File: src/sv/skgr_pkg.sv
// shared types and constants of the stream k-group reverser
// no dependencies; imported by skgr_ctrl, skgr_datapath and the top level
package skgr_pkg;

    localparam int MAX_GROUP  = 16;
    localparam int IDX_W      = $clog2(MAX_GROUP);
    localparam int CNT_W      = $clog2(MAX_GROUP + 1);
    localparam int VALUE_W    = 32;
    localparam int GSIZE_W    = 5;
    localparam int CMP_W      = (CNT_W > GSIZE_W) ? CNT_W : GSIZE_W;
    localparam int GSIZE_RST  = 2;

    // commands from the controller to the datapath
    typedef struct packed {
        logic accept;   // write the incoming beat and decide on a flush
        logic read;     // fetch the next buffered entry into the output register
    } t_cmd;

    // status from the datapath to the controller
    typedef struct packed {
        logic flush;    // the beat being accepted releases the buffered group
        logic more;     // entries of the current group still to be fetched
    } t_sts;

    typedef enum logic [2:0] {
        S_IDLE = 3'b001,
        S_READ = 3'b010,
        S_SEND = 3'b100
    } t_state;

endpackage

File: src/sv/stream_k_group_reverser.sv
// top level of the stream k-group reverser
// depends on skgr_pkg, skgr_ctrl and skgr_datapath
//
// Collects beats of a list into groups of group_size (1..16, reset 2; 0 acts
// as 1, larger values as 16) and sends each full group out newest first. A
// list whose last beat leaves a partial group sends that group out in arrival
// order. The final result of a list carries o_last_res. Beats of a group that
// is still filling are taken one per cycle. The beat that completes a group
// (or ends the list) is followed by the fetch state S_READ and then one result
// per cycle while i_out_ready is high. Input is held off during the drain
// because the next group would overwrite the one group buffer that is being
// read out. group_size is written by i_cfg_we/i_cfg_data and takes effect on
// the next beat; if the buffer then holds at least the new size, everything
// buffered goes out reversed.
module stream_k_group_reverser
    import skgr_pkg::*;
(
    input  logic               i_clk,
    input  logic               i_rst_n,
    // configuration write
    input  logic               i_cfg_we,
    input  logic [GSIZE_W-1:0] i_cfg_data,
    // input beats
    input  logic               i_in_valid,
    output logic               o_in_ready,
    input  logic [VALUE_W-1:0] i_value,
    input  logic               i_last,
    // result beats
    output logic               o_out_valid,
    input  logic               i_out_ready,
    output logic [VALUE_W-1:0] o_value_res,
    output logic               o_last_res
);

    t_cmd cmd;
    t_sts sts;

    // sequencing: accept, fetch first entry, then stream out the group
    skgr_ctrl u_ctrl (
        .i_clk       (i_clk),
        .i_rst_n     (i_rst_n),
        .i_in_valid  (i_in_valid),
        .i_out_ready (i_out_ready),
        .i_sts       (sts),
        .o_cmd       (cmd),
        .o_in_ready  (o_in_ready),
        .o_out_valid (o_out_valid)
    );

    // buffer, counters and the output register
    skgr_datapath u_datapath (
        .i_clk       (i_clk),
        .i_rst_n     (i_rst_n),
        .i_cfg_we    (i_cfg_we),
        .i_cfg_data  (i_cfg_data),
        .i_value     (i_value),
        .i_last      (i_last),
        .i_cmd       (cmd),
        .o_sts       (sts),
        .o_value_res (o_value_res),
        .o_last_res  (o_last_res)
    );

endmodule

File: src/sv/skgr_ctrl.sv
// control state machine of the stream k-group reverser
// depends on skgr_pkg; drives t_cmd into skgr_datapath and reads back t_sts
module skgr_ctrl
    import skgr_pkg::*;
(
    input  logic i_clk,
    input  logic i_rst_n,
    input  logic i_in_valid,
    input  logic i_out_ready,
    input  t_sts i_sts,
    output t_cmd o_cmd,
    output logic o_in_ready,
    output logic o_out_valid
);

    t_state r_state;
    t_state n_state;

    assign o_in_ready  = (r_state == S_IDLE);
    assign o_out_valid = (r_state == S_SEND);

    always_comb begin
        o_cmd.accept = (r_state == S_IDLE) && i_in_valid;
        o_cmd.read   = (r_state == S_READ) ||
                       ((r_state == S_SEND) && i_out_ready && i_sts.more);
    end

    always_comb begin
        n_state = r_state;
        case (r_state)
            S_IDLE: begin
                if (i_in_valid && i_sts.flush) begin
                    n_state = S_READ;
                end
            end
            S_READ: begin
                n_state = S_SEND;
            end
            S_SEND: begin
                if (i_out_ready && !i_sts.more) begin
                    n_state = S_IDLE;
                end
            end
            default: begin
                n_state = S_IDLE;
            end
        endcase
    end

    always_ff @(posedge i_clk) begin
        if (!i_rst_n) begin
            r_state <= S_IDLE;
        end else begin
            r_state <= n_state;
        end
    end

    // a fetch is always followed by send, with the fetched entry in the output register
    a_read_to_send: assert property (@(posedge i_clk) disable iff (!i_rst_n)
        (r_state == S_READ) |=> (r_state == S_SEND))
        else $error("fetch not followed by send");

    // a stalled result keeps the machine in send
    a_stall_holds: assert property (@(posedge i_clk) disable iff (!i_rst_n)
        ((r_state == S_SEND) && !i_out_ready) |=> (r_state == S_SEND))
        else $error("stalled result dropped");

    // never write a new beat while draining
    a_no_overlap: assert property (@(posedge i_clk) disable iff (!i_rst_n)
        o_cmd.accept |-> !o_cmd.read)
        else $error("accept and fetch in the same cycle");

endmodule

File: src/sv/skgr_datapath.sv
// group buffer, fill and drain counters and output register
// depends on skgr_pkg; commanded by skgr_ctrl
module skgr_datapath
    import skgr_pkg::*;
(
    input  logic               i_clk,
    input  logic               i_rst_n,
    input  logic               i_cfg_we,
    input  logic [GSIZE_W-1:0] i_cfg_data,
    input  logic [VALUE_W-1:0] i_value,
    input  logic               i_last,
    input  t_cmd               i_cmd,
    output t_sts               o_sts,
    output logic [VALUE_W-1:0] o_value_res,
    output logic               o_last_res
);

    logic [VALUE_W-1:0] r_mem [MAX_GROUP];

    logic [GSIZE_W-1:0] r_gsize;
    logic [CNT_W-1:0]   r_fill;
    logic [CNT_W-1:0]   r_left;
    logic [IDX_W-1:0]   r_idx;
    logic               r_rev;
    logic               r_end;
    logic [VALUE_W-1:0] r_rd_data;
    logic               r_last_out;

    logic [CNT_W-1:0]   k_eff;
    logic [IDX_W-1:0]   wr_ptr;
    logic [CNT_W-1:0]   n_cnt;
    logic               full_grp;

    // clamp the group size into 1..MAX_GROUP
    always_comb begin
        if (r_gsize == '0) begin
            k_eff = CNT_W'(1);
        end else if (CMP_W'(r_gsize) > CMP_W'(MAX_GROUP)) begin
            k_eff = CNT_W'(MAX_GROUP);
        end else begin
            k_eff = CNT_W'(r_gsize);
        end
    end

    always_comb begin
        if (r_fill >= CNT_W'(MAX_GROUP)) begin
            wr_ptr = IDX_W'(MAX_GROUP - 1);
        end else begin
            wr_ptr = r_fill[IDX_W-1:0];
        end
        n_cnt    = CNT_W'(wr_ptr) + CNT_W'(1);
        full_grp = (n_cnt >= k_eff);
    end

    assign o_sts.flush = full_grp || i_last;
    assign o_sts.more  = (r_left != '0);

    assign o_value_res = r_rd_data;
    assign o_last_res  = r_last_out;

    // buffer storage and registered read port
    always_ff @(posedge i_clk) begin
        if (i_cmd.accept) begin
            r_mem[wr_ptr] <= i_value;
        end
        if (i_cmd.read) begin
            r_rd_data  <= r_mem[r_idx];
            r_last_out <= r_end && (r_left == CNT_W'(1));
        end
    end

    always_ff @(posedge i_clk) begin
        if (!i_rst_n) begin
            r_gsize <= GSIZE_W'(GSIZE_RST);
            r_fill  <= '0;
            r_left  <= '0;
            r_idx   <= '0;
            r_rev   <= 1'b0;
            r_end   <= 1'b0;
        end else begin
            if (i_cfg_we) begin
                r_gsize <= i_cfg_data;
            end
            if (i_cmd.accept) begin
                if (full_grp || i_last) begin
                    r_fill <= '0;
                    r_left <= n_cnt;
                    r_rev  <= full_grp;
                    r_end  <= i_last;
                    r_idx  <= full_grp ? wr_ptr : '0;
                end else begin
                    r_fill <= n_cnt;
                end
            end else if (i_cmd.read) begin
                r_left <= r_left - CNT_W'(1);
                r_idx  <= r_rev ? (r_idx - IDX_W'(1)) : (r_idx + IDX_W'(1));
            end
        end
    end

    // a partial group always stays below the buffer depth
    a_fill_bound: assert property (@(posedge i_clk) disable iff (!i_rst_n)
        r_fill < CNT_W'(MAX_GROUP))
        else $error("fill count beyond buffer depth");

endmodule
File: config.mk
export PLATFORM = sky130hd
export DESIGN_NAME = stream_k_group_reverser
export DESIGN_NICKNAME = d
export VERILOG_FILES = /design/src/sv/skgr_pkg.sv /design/src/sv/stream_k_group_reverser.sv /design/src/sv/skgr_ctrl.sv /design/src/sv/skgr_datapath.sv
export SDC_FILE = /design/constraint.sdc
export NUM_CORES = 1
export LEC_CHECK = 0
export ABC_CLOCK_PERIOD_IN_PS = 4900
export BUFFER_PORTS_ARGS = -buffer_cell sky130_fd_sc_hd__buf_2
export CORE_MARGIN = 5
export CORE_UTILIZATION = 45
export CTS_CLUSTER_SIZE = 12
export DETAILED_ROUTE_END_ITERATION = 7
export SKIP_CTS_REPAIR_TIMING = 1
export SLEW_MARGIN = 5
export SYNTH_ARGS = -nofsm -noshare
export SYNTH_HDL_FRONTEND = slang
export SYNTH_SLANG_ARGS = --single-unit
File: constraint.sdc
create_clock -name i_clk -period 4.9 [get_ports i_clk]
set_input_delay 0.735 -clock i_clk [delete_from_list [all_inputs] [get_ports i_clk]]
set_output_delay 0.735 -clock i_clk [all_outputs]
set_load 0.02 [all_outputs]
==> summary.md <==
| Metric | Value |
|---|---|
| VDD IR max | `252 uV` |
| Skew-Pair Late Insertion Delay | `0.60 ns` |
| Final setup viols | `0` |
| Detailed Place HPWL | `24400 um` |
| Reg2Reg Capture Point | `u_datapath.r_idx[3]` |
| DIE WIDTH | `230 um` |
| CTS Root Cell | `clkbuf_16` |
| Dpl ws | `1.69 ns` |
| Initial antenna violation count | `4` |
| Multi-input gate area | `0.00471 sq mm` |
| Max_cap viols | `0` |
| DRC violations left | `0` |
| Netlist cell types | `49` |
| Std-Cell Rows | `80` |
| Worst reg2reg path startpoint | `u_datapath.r_fill[4]` |
| Vias in the first global route | `10300` |
| First-pass GRT wire length | `67600 um` |
| Port bufs | `77` |
| Critical path capture point type | `register` |
| Setup_tns | `0 ns` |
| Synth Register Bits | `569` |
| Crit. Startpoint | `u_datapath.r_fill[4]` |
| GRT Total Usage | `0.170` |
| R2R Setup Slk | `1.63 ns` |
| Worst EP required | `5.38 ns` |
| Net count after synthesis | `1003` |
| Synth cell count leaders | `edfxtp_1 (545), mux4_2 (160), dfxtp_1 (24), nand2_1 (21)` |
| Die H | `230 um` |
| FFs w/ async S/R, synth | `0` |
| Max Fclk | `0.306 GHz` |
| Cell taking the most area after synthesis | `edfxtp_1` |
| Top post-synthesis cells by area | `edfxtp_1 (75%), mux4_2 (16%), dfxtp_1 (2.2%), ha_1 (0.80%), buf_6 (0.62%)` |
| Routed wire per std cell | `26.1 um` |
| H-tree level count | `2` |
| Post-synth top area share | `0.749` |
| DR vias | `9765` |
| Final hold viol count | `0` |
| Clock skew | `0.0151 ns` |
| GP Congestion | `0.770` |
| Non-Filler Instances | `1704` |
| Post-synth EDFFs | `545` |
| Total die area | `0.0531 sq mm` |
| Top delay family on crit path | `compound AO/OA/AOI/OAI gates` |
| Hold WC Path Type | `input pin to register` |
| Setup CP Type | `register to register` |
| WP buf/inv | `2` |
| Cell Area, Synth | `0.0218 sq mm` |
| Slew Viols, Final | `0` |
| Hold depth | `3` |
| Worst-path cell chain | `nor2_1 > inv_1 > ha_1 > xnor2_1 > ha_1 > a21oi_1 > o21ai_0 > a311oi_2 > buf_4 > o21ai_0 > o221a_2` |
| Reg area | `0.0169 sq mm` |
| Worst r2r path cells | `11` |
| Worst Slack Setup Final | `1.63 ns` |
| Crit start category | `register` |
| Worst path slowest cell | `nor2_1` |
| Drt total wl | `44400 um` |
| Initial core utilization | `0.457` |
| Fillers | `3729` |
| Pwr dens | `401 mW/mm^2` |
| DR iter-0 viols | `851` |
| Post-DP Area | `0.0230 sq mm` |
| P&R area growth vs syn | `12.4%` |
| GR Overflow Total | `0` |
| CTS tree | `built` |
| Clock transition at path regs | `0.06 ns` |
| Worst path depth | `11` |
| Post-Place Cells | `1612` |
| Post-layout net count | `1113` |
| Drt first pass iters | `5` |
| Max incr delay on CP | `0.38 ns` |
| CP arrival | `3.75 ns` |
| End point of the critical path | `u_datapath.r_idx[3]` |
| Ports | `78` |
| Clock sinks | `569` |
| Antenna Violating Nets Remaining | `0` |
| Pwr Total | `9.86 mW` |
| Worst slew pin tran | `1.21 ns` |
| Status | `finished, final reports clean` |
| Post-route cell area | `0.0246 sq mm` |
| CTS Buffer Depth | `3` |
| Ys Warns | `0` |
| Layout cells sized above 1 | `0.318` |
| Mapped Avg Cell Area | `23.1 sq um` |
| Most instantiated library cell after synthesis | `edfxtp_1` |
| Area of the core | `0.0478 sq mm` |
| Post-Syn Instances | `945` |
| Unrepaired setup endpoints after global routing | `no` |
| Worst slew margin | `0.194` |
| Fin crit share | `0.667` |
| Routed vias/inst | `5.73` |
| Largest fanout on the critical path | `15` |
| Post-synthesis sequential area ratio | `0.771` |
| CTS Buf Count | `56` |
| Top_reg_cell synth | `edfxtp_1` |
| Leak | `7.64 nW` |
| Pin count of the biggest net entering global routing | `51` |
| Final min period | `3.27 ns` |
==> power breakdown <==
part | total (mW) | leakage [nW] | switching, mW | internal, mW
logic | 0.572 | 1.75 | 0.290 | 0.282
registers | 5.48 | 5.12 | 0.0736 | 5.40
clock network | 3.81 | 0.767 | 1.68 | 2.13
total | 9.86 | 7.64 | 2.04 | 7.82
==> worst min-delay path by stage <==
stage,startpoint,end,slack [ns]
6_report,i_cfg_data[1],u_datapath.r_gsize[1],0.37
2_1_floorplan,u_datapath.r_fill[0],u_datapath.r_fill[0],0.44
5_1_grt,i_cfg_data[1],u_datapath.r_gsize[1],0.36
3_3_place_gp,u_datapath.r_fill[0],u_datapath.r_fill[0],0.46
4_1_cts,i_cfg_data[1],u_datapath.r_gsize[1],0.33
3_5_place_dp,u_datapath.r_fill[0],u_datapath.r_fill[0],0.47
==> metal layers <==
metal | vias to the layer above | part of all wire | wire (um) | GRT usage
li1 | 4215 | - | - | -
met2 | 236 | 0.49 | 21700 | 0.270
met4 | 2 | 0.017 | 737 | 0.0381
met1 | 5247 | 0.45 | 19800 | 0.246
met5 | - | 0.00025 | 11 | 0
met3 | 65 | 0.050 | 2220 | 0.0359
==> worst register-to-register path: stages (launching register included) <==
cell      delay (ns)
dfxtp_1         0.37
nor2_1          0.38
inv_1           0.15
ha_1            0.29
xnor2_1         0.31
ha_1            0.31
a21oi_1         0.13
o21ai_0         0.15
a311oi_2        0.29
buf_4           0.24
o21ai_0         0.20
o221a_2         0.32
==> logic make-up (layout without fill, tap and decap cells) <==
logic type	count (synthesis)	after routing	share of synthesized area
buf+inv	58	198	0.0144
other cells	0	4	0
flops	569	569	0.771
compound gates	47	47	0.0156
fa+ha+maj	15	15	0.00893
mux	165	165	0.167
simple gates	86	86	0.0208
xor+xnor	5	5	0.00200
==> final cells by class <==
| cell class | instances | area share |
|---|---|---|
| flip-flops and latches | 569 | 0.686 |
| multi-input cells | 318 | 0.192 |
| clock buffers | 76 | 0.0618 |
| well taps | 615 | 0.0313 |
| repair buffers | 99 | 0.0244 |
| clock inverters | 12 | 0.00250 |
| inverters | 11 | 0.00168 |
| diodes | 4 | 0.000407 |
==> stage by stage <==
step	hold WS, ns	util
5_1_grt	0.362	0.513
6_report	0.366	0.513
2_1_floorplan	0.444	-
3_5_place_dp	0.465	0.480
4_1_cts	0.333	0.513
3_3_place_gp	0.456	0.480
==> sequential cells by signal, summed over array words and instances, names as in the netlist <==
register and count:
u_datapath.r_left 5, u_datapath.r_end 1, u_datapath.r_mem 512, u_datapath.r_fill 5, u_datapath.o_last_res 1, u_datapath.r_rev 1
u_datapath.o_value_res 32, u_datapath.r_idx 4, u_ctrl.r_state 3, u_datapath.r_gsize 5
==> layout by cell type (no fill, tap or decap), drive strengths merged, types with 2 or more instances in the layout <==
cell type / count
nor3: 5
and3: 3
ha: 14
o31ai: 2
o32a: 2
buf: 99
dfxtp: 24
nand3: 6
nand2b: 4
nor2: 13
edfxtp: 545
a31oi: 3
and2: 19
a21o: 4
clkinv: 12
clkbuf: 76
a21boi: 8
nand2: 21
mux4: 160
xnor2: 5
diode: 4
nor2b: 7
inv: 11
o211ai: 2
o21ai: 6
a21oi: 9
o41ai: 2
mux2i: 5
o221a: 2
(Power assumes the default switching activity.)
